**config.mk**
```make
export PLATFORM = sky130hd
export DESIGN_NAME = utwm_search
export DESIGN_NICKNAME = d
export VERILOG_FILES = /design/src/utwm_pkg.sv /design/src/utwm_search.sv
export SDC_FILE = /design/constraint.sdc
export NUM_CORES = 1
export LEC_CHECK = 0
export ABC_AREA = 1
export CORE_UTILIZATION = 52
export CTS_BUF_LIST = sky130_fd_sc_hd__clkbuf_4 sky130_fd_sc_hd__clkbuf_8
export CTS_CLUSTER_DIAMETER = 50
export DETAILED_ROUTE_END_ITERATION = 8
export DONT_BUFFER_PORTS = 1
export PLACE_DENSITY = 0.72
export RECOVER_POWER = 25
export SYNTH_ARGS = -nofsm -noshare
export SYNTH_HDL_FRONTEND = slang
export SYNTH_SLANG_ARGS = --single-unit
```
**constraint.sdc**
```tcl
create_clock -name clk -period 5.57 [get_ports clk]
set_input_delay 1.114 -clock clk [delete_from_list [all_inputs] [get_ports clk]]
set_output_delay 1.114 -clock clk [all_outputs]
set_load 0.02 [all_outputs]
```
**src/utwm_pkg.sv**
```systemverilog
package utwm_pkg;

    localparam int MAX_GLYPHS_DEF = 1024;
    localparam int WIDTH_BITS_DEF = 16;

    localparam int CMD_W        = 2;
    localparam int INDEX_W      = 10;
    localparam int CP_W         = 21;
    localparam int ADV_W        = 8;
    localparam int BYTE_W       = 8;
    localparam int TEXT_W       = 16;
    localparam int COUNT_W      = 11;
    localparam int ENTRY_W      = CP_W + ADV_W;
    localparam int CFG_IDX_W    = 2;
    localparam int CFG_DATA_W   = 11;

    localparam logic [CP_W-1:0]   REPLACEMENT_CP   = 21'h00FFFD;
    localparam logic [ADV_W-1:0]  FALLBACK_RESET   = 8'd4;

    localparam logic [BYTE_W-1:0] LEAD2_MASK = 8'hE0;
    localparam logic [BYTE_W-1:0] LEAD2_TAG  = 8'hC0;
    localparam logic [BYTE_W-1:0] LEAD2_BITS = 8'h1F;
    localparam logic [BYTE_W-1:0] LEAD3_MASK = 8'hF0;
    localparam logic [BYTE_W-1:0] LEAD3_TAG  = 8'hE0;
    localparam logic [BYTE_W-1:0] LEAD3_BITS = 8'h0F;
    localparam logic [BYTE_W-1:0] LEAD4_MASK = 8'hF8;
    localparam logic [BYTE_W-1:0] LEAD4_TAG  = 8'hF0;
    localparam logic [BYTE_W-1:0] LEAD4_BITS = 8'h07;
    localparam logic [BYTE_W-1:0] CONT_MASK  = 8'hC0;
    localparam logic [BYTE_W-1:0] CONT_TAG   = 8'h80;
    localparam logic [BYTE_W-1:0] CONT_BITS  = 8'h3F;

    typedef enum logic [CMD_W-1:0] {
        CMD_LOAD = 2'd0,
        CMD_BYTE = 2'd1,
        CMD_END  = 2'd2
    } cmd_t;

    typedef enum logic [CFG_IDX_W-1:0] {
        CFG_GLYPH_COUNT = 2'd0,
        CFG_FALLBACK    = 2'd1
    } cfg_idx_t;

    typedef enum logic [1:0] {
        CTL_IDLE,
        CTL_WAIT,
        CTL_LEAD,
        CTL_EMIT
    } ctl_state_t;

    typedef enum logic [1:0] {
        SRCH_IDLE,
        SRCH_PROBE,
        SRCH_MISS
    } srch_state_t;

    typedef struct packed {
        logic            start;
        logic [CP_W-1:0] codepoint;
    } srch_req_t;

    typedef struct packed {
        logic             done;
        logic [ADV_W-1:0] advance;
    } srch_rsp_t;

endpackage

```
**src/utwm_search.sv**
```systemverilog
module utwm_search #(
    parameter int MAX_GLYPHS = utwm_pkg::MAX_GLYPHS_DEF
) (
    input  logic                                                clk,
    input  logic                                                rst_n,
    input  utwm_pkg::srch_req_t                                 req,
    input  logic [$clog2(MAX_GLYPHS + 1)-1:0]                   n,
    input  logic [utwm_pkg::ADV_W-1:0]                          fallback,
    output utwm_pkg::srch_rsp_t                                 rsp,
    output logic [((MAX_GLYPHS > 1) ? $clog2(MAX_GLYPHS) : 1)-1:0] rd_addr,
    input  logic [utwm_pkg::ENTRY_W-1:0]                        rd_data
);
    import utwm_pkg::*;

    localparam int AW = (MAX_GLYPHS > 1) ? $clog2(MAX_GLYPHS) : 1;
    localparam int CW = $clog2(MAX_GLYPHS + 1);
    localparam int SW = CW + 1;

    srch_state_t     state_reg, state_next;
    logic [CP_W-1:0] cp_reg, cp_next;
    logic [CW-1:0]   lo_reg, lo_next;
    logic [CW-1:0]   hip1_reg, hip1_next;
    logic [AW-1:0]   mid_reg, mid_next;
    logic [SW-1:0]   mid_sum;
    logic [CW-1:0]   mid_ext;
    logic [CP_W-1:0] rd_code;
    logic [ADV_W-1:0] rd_adv;

    assign rd_code = rd_data[ENTRY_W-1 -: CP_W];
    assign rd_adv  = rd_data[ADV_W-1:0];
    assign mid_ext = CW'(mid_reg);

    // floor((lo + hi) / 2) with hi = hip1 - 1
    assign mid_sum  = SW'(lo_next) + SW'(hip1_next) - SW'(1);
    assign mid_next = AW'(mid_sum >> 1);
    assign rd_addr  = mid_next;

    always_ff @(posedge clk or negedge rst_n)
    begin
        if (!rst_n)
        begin
            state_reg <= SRCH_IDLE;
        end
        else
        begin
            state_reg <= state_next;
        end
    end

    always_ff @(posedge clk)
    begin
        cp_reg   <= cp_next;
        lo_reg   <= lo_next;
        hip1_reg <= hip1_next;
        mid_reg  <= mid_next;
    end

    always_comb
    begin
        state_next = state_reg;
        cp_next    = cp_reg;
        lo_next    = lo_reg;
        hip1_next  = hip1_reg;
        rsp        = '0;
        case (state_reg)
            SRCH_IDLE:
            begin
                if (req.start)
                begin
                    cp_next    = req.codepoint;
                    lo_next    = '0;
                    hip1_next  = n;
                    state_next = (n == '0) ? SRCH_MISS : SRCH_PROBE;
                end
            end
            SRCH_PROBE:
            begin
                if (rd_code == cp_reg)
                begin
                    rsp.done    = 1'b1;
                    rsp.advance = rd_adv;
                    state_next  = SRCH_IDLE;
                end
                else
                begin
                    if (rd_code < cp_reg)
                    begin
                        lo_next = mid_ext + CW'(1);
                    end
                    else
                    begin
                        hip1_next = mid_ext;
                    end
                    if (lo_next >= hip1_next)
                    begin
                        rsp.done    = 1'b1;
                        rsp.advance = fallback;
                        state_next  = SRCH_IDLE;
                    end
                end
            end
            SRCH_MISS:
            begin
                rsp.done    = 1'b1;
                rsp.advance = fallback;
                state_next  = SRCH_IDLE;
            end
            default:
            begin
                state_next = SRCH_IDLE;
            end
        endcase
    end

endmodule

```
==> insert_results.sql <==
INSERT INTO impl_metrics (metric_group, metric, value, unit) VALUES
('grt', 'combined_global_route_utilization_of_all_metal_layers', '27.9', '%'),
('detailed_routing', 'drt_iter0_markers', '376', ''),
('finish', 'areaGrowthSynthToFinish', '32.0', '%'),
('die', 'die-area', '8830', 'µm²'),
('timing', 'finalCritPeriodShare', '101', '%'),
('die', 'floorplan.io_pins', '91', ''),
('detailed_routing', 'dr_total_vias', '4464', ''),
('logic_synthesis', 'avgSynthCellArea', '7.16', 'µm²'),
('logic_synthesis', 'synth.ff_latch_count', '55', ''),
('critical_path', 'chain_of_cells_forming_the_critical_path', 'ha_4, nand2_4, nor2_4, nand2_4, nor2_4, nand2_4, nand3_4, nand2_4, nand2_2, o211ai_1, a22oi_2, inv_1, ha_1, inv_1, ha_2, fa_2, nand3_2, nand2_2, a21o_1, a21oi_2, nor2_1, o21ai_1, nand2_2, xor2_4', ''),
('detailed_routing', 'ant_nets', '0', ''),
('grt', 'grt_overflow', '0', ''),
('placement', 'gp_routability_congestion', '0.897', ''),
('die', 'floorplan.core_area', '8220', 'µm²'),
('logic_synthesis', 'ys_seq_area_share', '30.1', '%'),
('critical_path', 'setup.worst_path.start_class', 'input port', ''),
('logic_synthesis', 'ys_warn_count', '0', ''),
('clock_network', 'cts.clk_slew.worst_paths', '100', 'ps'),
('status', 'run_status', 'finished with violations', ''),
('grt', 'grt_first_pass_wirelength', '19.3', 'mm'),
('die', 'die_w', '94.0', 'µm'),
('detailed_routing', 'drt-pass1-iter-count', '5', ''),
('timing', 'actual_transition_at_the_worst_max_transition_pin', '708', 'ps'),
('critical_path', 'crit_end_category', 'output port', ''),
('grt', 'grt_pass1_vias', '4290', ''),
('logic_synthesis', 'synth_edf_count', '21', ''),
('critical_path', 'required', '4460', 'ps'),
('job', 'max_cap_violations', '0', ''),
('detailed_routing', 'wl', '12.6', 'mm'),
('timing', 'achievable-frequency', '0.178', 'GHz'),
('grt', 'antenna_violations_before_repair', '0', ''),
('timing', 'setup_ws', '-34.7', 'ps'),
('clock_network', 'cts_tree', 'yes', ''),
('die', 'die_height', '94.0', 'µm'),
('die', 'rows', '33', ''),
('logic_synthesis', 'synth_cell_types', '43', ''),
('timing', 'fin_crit', '5600', 'ps'),
('min_path', 'hold_class', 'in2async', ''),
('critical_path', 'critical_path_arrival', '4490', 'ps'),
('clock_network', 'clock_tree.root_cell', 'clkbuf_8', ''),
('clock_network', 'ctsHtreeMaxLevel', '2', ''),
('critical_path', 'path_class', 'in2out', ''),
('finish', 'antenna_cells', '0', ''),
('clock_network', 'clock_tree.buffer_depth', '2', ''),
('critical_path', 'crit_fanout', '6', ''),
('critical_path', 'critPathSlowestCell', 'fa_2', ''),
('clock_network', 'cts-buffers-inserted', '5', ''),
('detailed_routing', 'route.detailed.drc', '0', ''),
('timing', 'grt_setup_unrepaired', 'true', ''),
('clock_network', 'clock_sink_count', '55', ''),
('finish', 'largest_register_ff_count', '21', ''),
('finish', 'drive_above_1_share', '30.7', '%'),
('critical_path', 'cp_common_cell', 'nand2_4', ''),
('detailed_routing', 'avgViaCountPerCell', '5.54', ''),
('timing', 'drv_slew', '0', ''),
('detailed_routing', 'routedWlPerCell', '15.7', 'µm'),
('logic_synthesis', 'synth_flop_cell', 'dfxtp_1', ''),
('grt', 'grt_start_max_net_pins', '33', ''),
('timing', 'total_setup_violations_reported_at_the_end_of_the_flow', '1', ''),
('logic_synthesis', 'postSynthNetCount', '741', ''),
('timing', 'setup-tns-final', '-34.7', 'ps'),
('status', 'violations', 'setup timing', ''),
('finish', 'final_net_count', '827', ''),
('clock_network', 'worst_skew_pair.late_latency', '310', 'ps'),
('logic_synthesis', 'syn-instance-count', '614', ''),
('placement', 'post-dp-hpwl', '8.89', 'mm'),
('timing', 'maxSlewHeadroom', '52.4', '%'),
('logic_synthesis', 'synth_area', '4400', 'µm²'),
('placement', 'placement.io_buffers', '0', ''),
('clock_network', 'postCtsHoldBufs', '0', ''),
('timing', 'finalClockSkew', '9.78', 'ps'),
('critical_path', 'slowest_delay', '400', 'ps'),
('die', 'initial_utilization', '53.5', '%'),
('logic_synthesis', 'synth-async-reset-ratio', '3.64', '%'),
('timing', 'timing_hold_violations_final', '0', '');
Yosys cell counts, types with 2 or more instances:
library cell | count | area share [%]
nor2_1 | 28 | 2.4
o21a_1 | 7 | 1.2
nor4_1 | 4 | 0.57
ha_1 | 54 | 15
a21oi_1 | 31 | 3.5
o31ai_1 | 3 | 0.51
nor2_2 | 8 | 1.1
buf_6 | 2 | 0.51
a221oi_1 | 4 | 0.80
nor3_1 | 3 | 0.34
clkinv_1 | 3 | 0.26
nand2_2 | 7 | 1.0
o21ai_0 | 19 | 2.2
a22oi_1 | 4 | 0.68
o21ai_2 | 5 | 1.0
inv_1 | 123 | 11
a22oi_2 | 6 | 1.7
buf_2 | 4 | 0.46
clkbuf_1 | 5 | 0.43
dfrtp_1 | 2 | 1.1
inv_2 | 14 | 1.2
o211ai_1 | 10 | 1.7
a21o_1 | 2 | 0.34
nand2_1 | 141 | 12
dfxtp_1 | 32 | 15
buf_1 | 2 | 0.17
edfxtp_1 | 21 | 14
o21ai_1 | 15 | 1.7
xor2_1 | 6 | 1.2
nand3_1 | 29 | 3.3
buf_4 | 2 | 0.34
nand3b_1 | 2 | 0.34
nand4_1 | 6 | 0.85
layout make-up:
cell class / count / area, µm²
clock buffer: 5 / 68.8
clock inverter: 3 / 22.5
fill: 624 / 2410
inverter: 140 / 531
multi-input combinational: 405 / 2970
sequential: 55 / 1320
tap: 105 / 131
timing repair buffer: 92 / 756
timing repair inverter: 1 / 6.26
routing by layer:
metal,global-route usage (%),vias up,wire [µm]
met4,9.10,0,369
li1,-,2156,-
met2,51.4,216,6360
met1,32.7,2057,5020
met5,0,-,0
met3,4.45,35,905
logic make-up (layout without fill, tap and decap cells):
logic type / count (synthesis) / after routing / synth area share [%]
and+or+nand+nor: 232 / 233 / 22.9
buffers and inverters: 155 / 241 / 13.9
AOI/OAI and AO/OA: 110 / 110 / 16.0
adders and majority gates: 55 / 55 / 15.8
DFF: 55 / 55 / 30.1
xor gates and xnor gates: 7 / 7 / 1.39
metrics by stage:
step                      setup WS (ps)  hold slack [ps]  std cells  area [µm²]  utilization (%)
after detailed placement           -198              493        774        4990             60.7
after global placement             -129              484        774        4990             60.7
final                             -34.7              487        806        5800             70.6
after CTS                          6.03              477        798        5460             66.5
after global routing               -179              467        806        5800             70.6
after floorplan                    69.0              454        614        4400                -
worst paths after layout:
path,startpoint,end,slack [ps],cells past startpoint
setup / recovery,rd_data[28],rd_addr[8],-30,24
hold / removal,rst_n,state_reg[0],490,0
setup reg to reg,cp_reg[20],mid_reg[8],1690,25
hold reg to reg,hip1_reg[0],hip1_reg[0],510,2
max in group asynchronous,rst_n,state_reg[1],5020,0
min in group clk,hip1_reg[0],hip1_reg[0],510,2
placed cells by master, fill, tap and decap left out, types with 15 or more instances in the layout:
cell	Yosys	routed
ha_4	0	17
nor2_1	28	23
edfxtp_1	21	21
ha_1	54	35
nand3_1	29	26
inv_2	14	19
dfxtp_1	32	32
nand2_2	7	16
a21oi_1	31	23
o21ai_1	15	15
nand2_1	141	123
buf_4	2	83
o21ai_0	19	16
inv_1	123	117
worst max-delay path: cells and delay by family:
kind | cells | cell delay (ps)
and+or+nand+nor | 12 | 1170
buffers and inverters | 2 | 110
adders and majority gates | 4 | 1130
xor gates and xnor gates | 1 | 230
AOI/OAI and AO/OA | 5 | 700
timing repair:
action | CTS | global route
setup buffers | 14 | 9
gates cloned | 2 | 1
gates resized for setup | 47 | 58
pin swaps | 34 | 43
setup endpoints to repair | 5 | 6
endpoints found under the hold margin | 0 | 0
Power is not shown: default switching activity piles up to over one toggle a cycle in this logic, so the estimate is an artifact.
