===== config.mk =====
export PLATFORM = sky130hd
export DESIGN_NAME = utwm_ram
export DESIGN_NICKNAME = d
export VERILOG_FILES = /design/src/utwm_ram.sv
export SDC_FILE = /design/constraint.sdc
export NUM_CORES = 1
export LEC_CHECK = 0
export BUFFER_PORTS_ARGS = -buffer_cell sky130_fd_sc_hd__buf_2
export CAP_MARGIN = 20
export CORE_MARGIN = 4
export CORE_UTILIZATION = 53
export DETAILED_ROUTE_END_ITERATION = 8
export PLACE_DENSITY = 0.76
export REMOVE_ABC_BUFFERS = 1
export SYNTH_ARGS = -nofsm -noshare
export SYNTH_HDL_FRONTEND = slang
export SYNTH_SLANG_ARGS = --single-unit
export TNS_END_PERCENT = 5

===== constraint.sdc =====
create_clock -name clk -period 2.4 [get_ports clk]
set_clock_uncertainty 0.05 [all_clocks]
set_input_delay 0.6 -clock clk [delete_from_list [all_inputs] [get_ports clk]]
set_output_delay 0.6 -clock clk [all_outputs]
set_load 0.05 [all_outputs]

===== src/utwm_ram.sv =====
module utwm_ram #(
    parameter int WIDTH = 8,
    parameter int DEPTH = 16
) (
    input  logic                                      clk,
    input  logic                                      wr_en,
    input  logic [((DEPTH > 1) ? $clog2(DEPTH) : 1)-1:0] wr_addr,
    input  logic [WIDTH-1:0]                          wr_data,
    input  logic [((DEPTH > 1) ? $clog2(DEPTH) : 1)-1:0] rd_addr,
    output logic [WIDTH-1:0]                          rd_data
);

    logic [WIDTH-1:0] mem_reg [DEPTH];
    logic [WIDTH-1:0] rd_data_reg;

    always_ff @(posedge clk)
    begin
        if (wr_en)
        begin
            mem_reg[wr_addr] <= wr_data;
        end
        rd_data_reg <= mem_reg[rd_addr];
    end

    assign rd_data = rd_data_reg;

endmodule


==> parameters.txt, run 1 <==
Parameter                              Value

Outcome
  Run status    finished clean

STA
  Final clock period utilization by the worst path    0.7435
  Actual slew at the worst max-slew pin    0.4188 ns
  Worst slew margin    0.7208
  Total Neg Setup Slack    0 ns
  Count of final setup violators    0
  Fmax achieved    ~560 MHz
  Hold Vio Cnt, Final    0
  Fin Hold WS    ~0.42 ns
  Final Max Slew Viols    0
  Final Critical Period    ~1.8 ns
  Setup repair after global routing missed its margin    false

Pwr
  PD cells    944.0 nW/µm²
  Standby leakage power    2.136 nW
  Clock Power Share    0.492
  Worst ir drop on vdd    601.4 µV
  Switching power    about 0.0011 W
  Proportion of power drawn by flip-flops and latches    0.457
  Total internal power    about 0.0047 W
  Portion of total power attributed to combinational logic    0.051
  Net Sw Frac    0.1940

Min path
  Number of stages on the worst hold path    1
  Worst hold-check path type    primary input to flip-flop
  Worst Hold Launch    wr_data[3]
  Worst min-delay path endpoint    mem_reg[5][3]$_DFFE_PP_

Route
  1st-iter DRT viols    110
  Via count normalized by instance count    between 5 and 6
  Total number of vias    between 2,000 and 2,500
  Drt first pass iters    4
  WL per Instance    between 20 and 25 µm
  Overall routed net length    roughly 9700 µm
  Detail Route Antenna Nets    0
  Drt drc    0

Yosys
  Prevailing post-synth register cell    edfxtp_1
  Yosys cell types    19
  Flops & latches, synth    136
  Fraction of the yosys area taken by sequential cells    0.7778
  Mean instance size in the synthesized netlist    between 20 and 25 µm²
  FFs w/ async S/R, synth    0
  Number of warnings reported in the yosys synthesis log    0
  Post-synthesis instance area    a little over 5000 µm²
  EDFF count, synth    between 100 and 150
  Synthesized netlist cell count    roughly 230

Worst setup path
  Data arrival time at the worst-slack endpoint    roughly 1.1 ns
  CP Launch Type    flip-flop
  Largest stage delay on the critical path    around 0.35 ns
  Number of buffer and inverter instances along the worst setup path    1
  Kind of critical path    flip-flop to primary output
  Endpoint class of the critical path    primary output
  Critical path cell sequence    buf_2
  CP max-delay cell    dfxtp_1
  Top cell family by delay on the critical path    flip-flops
  Crit Reg-Reg Startpoint    mem_reg[3][7]$_DFFE_PP_
  Endpoint of the lowest-slack register-to-register path    rd_data[7]$_DFF_P_
  Biggest fanout along the worst timing path    1
  R2R setup slack    0.96 ns
  Number of cells traversed by the worst register-to-register path    3
  Data required time at the worst endpoint    1.75 ns

Clock tree
  H-tree levels    4
  Number of CTS-inserted buffers    17
  Resize count post-CTS    0
  Clock tree root driver cell    clkbuf_8
  Clock tree from TritonCTS    done
  Clock-pin slew reported for the worst setup and hold paths after clock tree synthesis    0.06 ns
  Number of sinks on the clock net    roughly 140
  Count of hold-fix buffers inserted at cts    0
  Clock latency at the later pin of the worst-skew pair    roughly 0.50 ns
  Post-CTS setup repair buffer count    0
  Clock buffer depth    2

Finish
  Antenna Cells    0
  Max reg flops    128
  Proportion of layout cells with a drive suffix above 1    0.3232
  Count of non-filler cells in the finished layout    around 430
  Util after Layout    0.6636
  Filler Cells Inserted    approximately 620
  Syn-to-layout area delta    20.25%
  Number of nets in the finished design    303

Die
  # IOs    26
  Horizontal extent of the die    ~110 µm
  Die area    11,350 µm²
  Area inside the core boundary    9328 µm²
  Vertical die dimension    approximately 110 µm
  Number of cell rows    35
  Effective utilization at floorplan    0.5518

Global routing
  Wire length of the first global-routing pass    ~15,000 µm
  Initial antenna violation count    0
  Pin count of the biggest net entering global routing    33
  Number of global-route vias before repair    between 2,000 and 3,000
  Grt ovf    0
  GR Util All Layers    0.1872

Place
  GP Congestion    around 0.75
  Total of buffers placed on input and output ports    25
  Placed insts    approximately 400
  DP Wirelength    roughly 6000 µm

Job
  Number of max-cap violations    0
==> per-layer routing <==
metal | track usage | routed length (µm) | up-vias
met4 | 0.07489 | 128 | 0
li1 | - | - | 1086
met3 | 0.05404 | 770 | 10
met5 | 0 | 0 | -
met1 | 0.2469 | 3921 | 1239
met2 | 0.2968 | 4870 | 106
==> worst max-delay path by stage <==
stage	startpoint	endpoint	depth (start not counted)
after floorplan	wr_addr[2]	mem_reg[0][0]$_DFFE_PP_	2
after global placement	rd_addr[0]	rd_data[7]$_DFF_P_	5
after detailed placement	rd_addr[0]	rd_data[7]$_DFF_P_	5
after CTS	rd_data[7]$_DFF_P_	rd_data[7]	1
after global routing	rd_data[0]$_DFF_P_	rd_data[0]	1
final	rd_data[7]$_DFF_P_	rd_data[7]	1
==> cells in the mapped netlist, types with 2 or more instances <==
cell	number	area, µm²
nand2_1	9	33.78
edfxtp_1	128	3844
a22oi_1	16	120.1
nor3_1	4	20.02
nand2b_1	2	12.51
nor2_1	13	48.80
mux4_1	14	367.9
clkdlybuf4s25_2	3	30.03
buf_2	3	15.01
buf_6	3	33.78
nand3b_1	2	15.01
mux4_2	18	405.4
dfxtp_1	8	160.2
==> stage by stage <==
step / area [µm²] / setup WS [ns] / power (W)
3_5_place_dp: 5525 / 0.3021 / 0.003021
4_1_cts: 6190 / 0.5779 / 0.005884
6_report: 6190 / 0.6157 / 0.005843
3_3_place_gp: 5525 / 0.3086 / 0.003009
5_1_grt: 6190 / 0.5703 / 0.006013
2_1_floorplan: 5061 / 0.2571 / 0.002878
==> power by group through the flow <==
stage,sequential (W),combinational [W],clock (W)
after floorplan,0.00277,0.000106,0
after global routing,0.00268,0.000319,0.00302
after detailed placement,0.00272,0.000299,0
after CTS,0.00267,0.000301,0.00291
final,0.00267,0.000297,0.00287
after global placement,0.00272,0.000291,0
==> cells by family after synthesis <==
kind of cell / count (synthesis) / share of synthesized area
AOI/OAI and AO/OA: 16 / 0.02334
and+or+nand+nor: 35 / 0.03184
muxes: 32 / 0.1502
DFF: 136 / 0.7778
buffers and inverters: 10 / 0.01677
==> layout by cell type (no fill, tap or decap), types with 2 or more instances in the layout <==
master / Yosys / final
a22oi_1: 16 / 16
buf_2: 3 / 25
buf_4: 1 / 21
bufinv_16: 0 / 6
clkbuf_16: 0 / 16
clkbuf_8: 0 / 3
clkinv_4: 0 / 3
dfxtp_1: 8 / 8
edfxtp_1: 128 / 128
mux4_1: 14 / 14
mux4_2: 18 / 18
nand2_1: 9 / 9
nand2b_1: 2 / 2
nand3b_1: 2 / 2
nor2_1: 13 / 13
nor3_1: 4 / 4
==> cell type report <==
class	count	area [µm²]	share of cell area
tap	129	161.4	0.02608
clock inverter	12	222.7	0.03598
multi-input combinational	83	1057	0.1708
sequential	136	4004	0.6469
clock buffer	19	441.7	0.07136
timing repair buffer	47	302.8	0.04892
No activity file was read; power rests on OpenSTA's default activity.
==> run 2, diff against run 1 <==
==> constraint.sdc (replaced) <==
create_clock -name clk -period 1.8 [get_ports clk]
set_clock_uncertainty 0.05 [all_clocks]
set_input_delay 0.45 -clock clk [delete_from_list [all_inputs] [get_ports clk]]
set_output_delay 0.45 -clock clk [all_outputs]
set_load 0.05 [all_outputs]
==> run 2 against run 1 <==
Effect of this change: sequential cell count unchanged; combinational power up 37%; worst setup slack worse by 0.47 ns; clock power up 4%; register-to-register slack worse by 0.55 ns; first-iteration DRC count up 17%; die area unchanged; critical endpoint unchanged.
==> parameters.txt, run 2 (same netlist as run 1, synthesis figures left out) <==
Parameter                              Value

Place
  DP Wirelength    5863 µm (-1.9%)
  Placed insts    400 (+1.3%)
  Place WS    -0.09826 ns (-0.4004 ns)
  Total of buffers placed on input and output ports    25 (unchanged)
  GP Congestion    0.7323 (-2.5%)

Route
  Total number of vias    2,474 (+1.4%)
  Detail Route Antenna Nets    0 (unchanged)
  1st-iter DRT viols    129 (+17%)
  Overall routed net length    9553 µm (-1.4%)
  Drt first pass iters    4 (unchanged)
  Drt drc    0 (unchanged)
  WL per Instance    22.11 µm (-2.8%)
  Via count normalized by instance count    5.727 (about the same)

Clock tree
  H-tree levels    4 (unchanged)
  Count of hold-fix buffers inserted at cts    0 (unchanged)
  Number of sinks on the clock net    136 (unchanged)
  Clock-pin slew reported for the worst setup and hold paths after clock tree synthesis    0.06 ns (about the same)
  Clock tree from TritonCTS    done
  Clock tree root driver cell    clkbuf_8
  Post-CTS setup repair buffer count    0 (unchanged)
  Resize count post-CTS    0 (unchanged)
  Clock buffer depth    2 (unchanged)
  Number of CTS-inserted buffers    17 (unchanged)
  Clock latency at the later pin of the worst-skew pair    0.51 ns (about the same)

Global routing
  GR Util All Layers    0.1893 (+0.002094)
  Pin count of the biggest net entering global routing    23 (-30%)
  Wire length of the first global-routing pass    15,150 µm (+0.60%)
  Initial antenna violation count    0 (unchanged)
  Grt ovf    0 (unchanged)
  Number of global-route vias before repair    2,585 (-1.1%)

Finish
  Max reg flops    128 (unchanged)
  Antenna Cells    0 (unchanged)
  Commonest non-fill, non-tap cell in the layout    edfxtp_1
  Count of non-filler cells in the finished layout    432 (+1.4%)
  Syn-to-layout area delta    18.28%
  Number of nets in the finished design    308 (+1.7%)
  Filler Cells Inserted    617 (+0.33%)
  Proportion of layout cells with a drive suffix above 1    0.3201 (-0.003100)
  Leading cell types in the layout, fill and taps excluded    edfxtp_1, buf_2, buf_4, mux4_2

Worst setup path
  Largest stage delay on the critical path    0.36 ns (about the same)
  Crit Reg-Reg Startpoint    mem_reg[3][7]$_DFFE_PP_
  Data required time at the worst endpoint    1.30 ns (-0.45 ns)
  Critical path cell sequence    buf_2
  Data arrival time at the worst-slack endpoint    1.16 ns (+0.03 ns)
  Endpoint class of the critical path    primary output
  R2R setup slack    0.41 ns (-0.55 ns)
  Top cell family by delay on the critical path    flip-flops
  CP endpoint    rd_data[7]
  First element of the critical path    rd_data[7]$_DFF_P_
  CP max-delay cell    dfxtp_1
  CP Launch Type    flip-flop
  Number of buffer and inverter instances along the worst setup path    1 (unchanged)
  Number of cells traversed by the worst register-to-register path    3 (unchanged)
  Endpoint of the lowest-slack register-to-register path    rd_data[7]$_DFF_P_
  Biggest fanout along the worst timing path    1 (unchanged)
  Critical path depth in cells    1 (unchanged)
  Kind of critical path    flip-flop to primary output

STA
  Actual slew at the worst max-slew pin    0.7936 ns (+0.3748 ns)
  Final Critical Period    1.656 ns
  Fmax achieved    slightly above 600 MHz
  Final Max Slew Viols    0 (unchanged)
  Worst slew margin    0.4699 (-0.2510)
  Count of final setup violators    0 (unchanged)
  Setup repair after global routing missed its margin    false
  Final clock period utilization by the worst path    0.9201
  Total Neg Setup Slack    0 ns (unchanged)
  Final worst slack    0.1439 ns (-0.4718 ns)
  Hold Vio Cnt, Final    0 (unchanged)
  Fin Hold WS    0.2752 ns (-0.1482 ns)

Pwr
  PD cells    1144 nW/µm² (+21%)
  Standby leakage power    2.096 nW (-1.9%)
  Power after layout    0.006963 W (+19%)
  Worst ir drop on vdd    740.2 µV (+23%)

Die
  Area inside the core boundary    9328 µm² (unchanged)
  Die area    11,350 µm² (unchanged)
  Vertical die dimension    106.6 µm (unchanged)
  Horizontal extent of the die    106.6 µm (unchanged)
  Number of cell rows    35 (unchanged)
  Effective utilization at floorplan    0.5518 (unchanged)
  # IOs    26 (unchanged)

Job
  Number of max-cap violations    0 (unchanged)

Min path
  Worst hold-check path type    primary input to flip-flop
  Worst Hold Launch    wr_data[6]

Outcome
  Run status    finished clean
-- run 2: cell types whose count changed in the layout (fill, tap and decap cells not counted), sizes merged --
cell    change
clkbuf      +3
clkinv      +3
bufinv      -5
buf         +5
-- run 2: power by group --
part	leakage [nW]	internal, W	switching (W)	total, W
sequential	1.22	0.00354	0.0000200	0.00356
clock	0.254	0.00181	0.00119	0.00299
combinational	0.619	0.000154	0.000254	0.000407
-- run 2: worst min path at each step --
stage | endpoint | slack, ns | depth (start not counted)
2_1_floorplan | mem_reg[0][0]$_DFFE_PP_ | 0.50 | 0
3_3_place_gp | rd_data[1]$_DFF_P_ | 0.60 | 3
3_5_place_dp | rd_data[1]$_DFF_P_ | 0.61 | 3
4_1_cts | mem_reg[14][3]$_DFFE_PP_ | 0.25 | 1
5_1_grt | mem_reg[3][3]$_DFFE_PP_ | 0.26 | 1
6_report | mem_reg[2][6]$_DFFE_PP_ | 0.28 | 1
-- run 2: through the flow --
stage	area (µm²)	util
detailed placement	5575	0.5977
finish	6088	0.6527
global placement	5575	0.5977
floorplan	5061	-
global route	6088	0.6527
CTS	6088	0.6527
-- run 2: final cells by class --
cell class / count / area, µm² / area share
clock inverters: 10 / 80.08 / 0.01315
multi-input cells: 83 / 1057 / 0.1737
flip-flops and latches: 136 / 4004 / 0.6576
well taps: 129 / 161.4 / 0.02651
clock buffers: 22 / 432.9 / 0.07111
repair buffers: 52 / 352.8 / 0.05795
-- run 2: per-layer routing --
metal | GRT usage | up-vias | share of wire
li1 | - | 1097 | -
met1 | 0.2625 | 1289 | 0.44
met2 | 0.2900 | 84 | 0.49
met5 | 0 | - | 0
met3 | 0.06072 | 4 | 0.061
met4 | 0.06027 | 0 | 0.0055
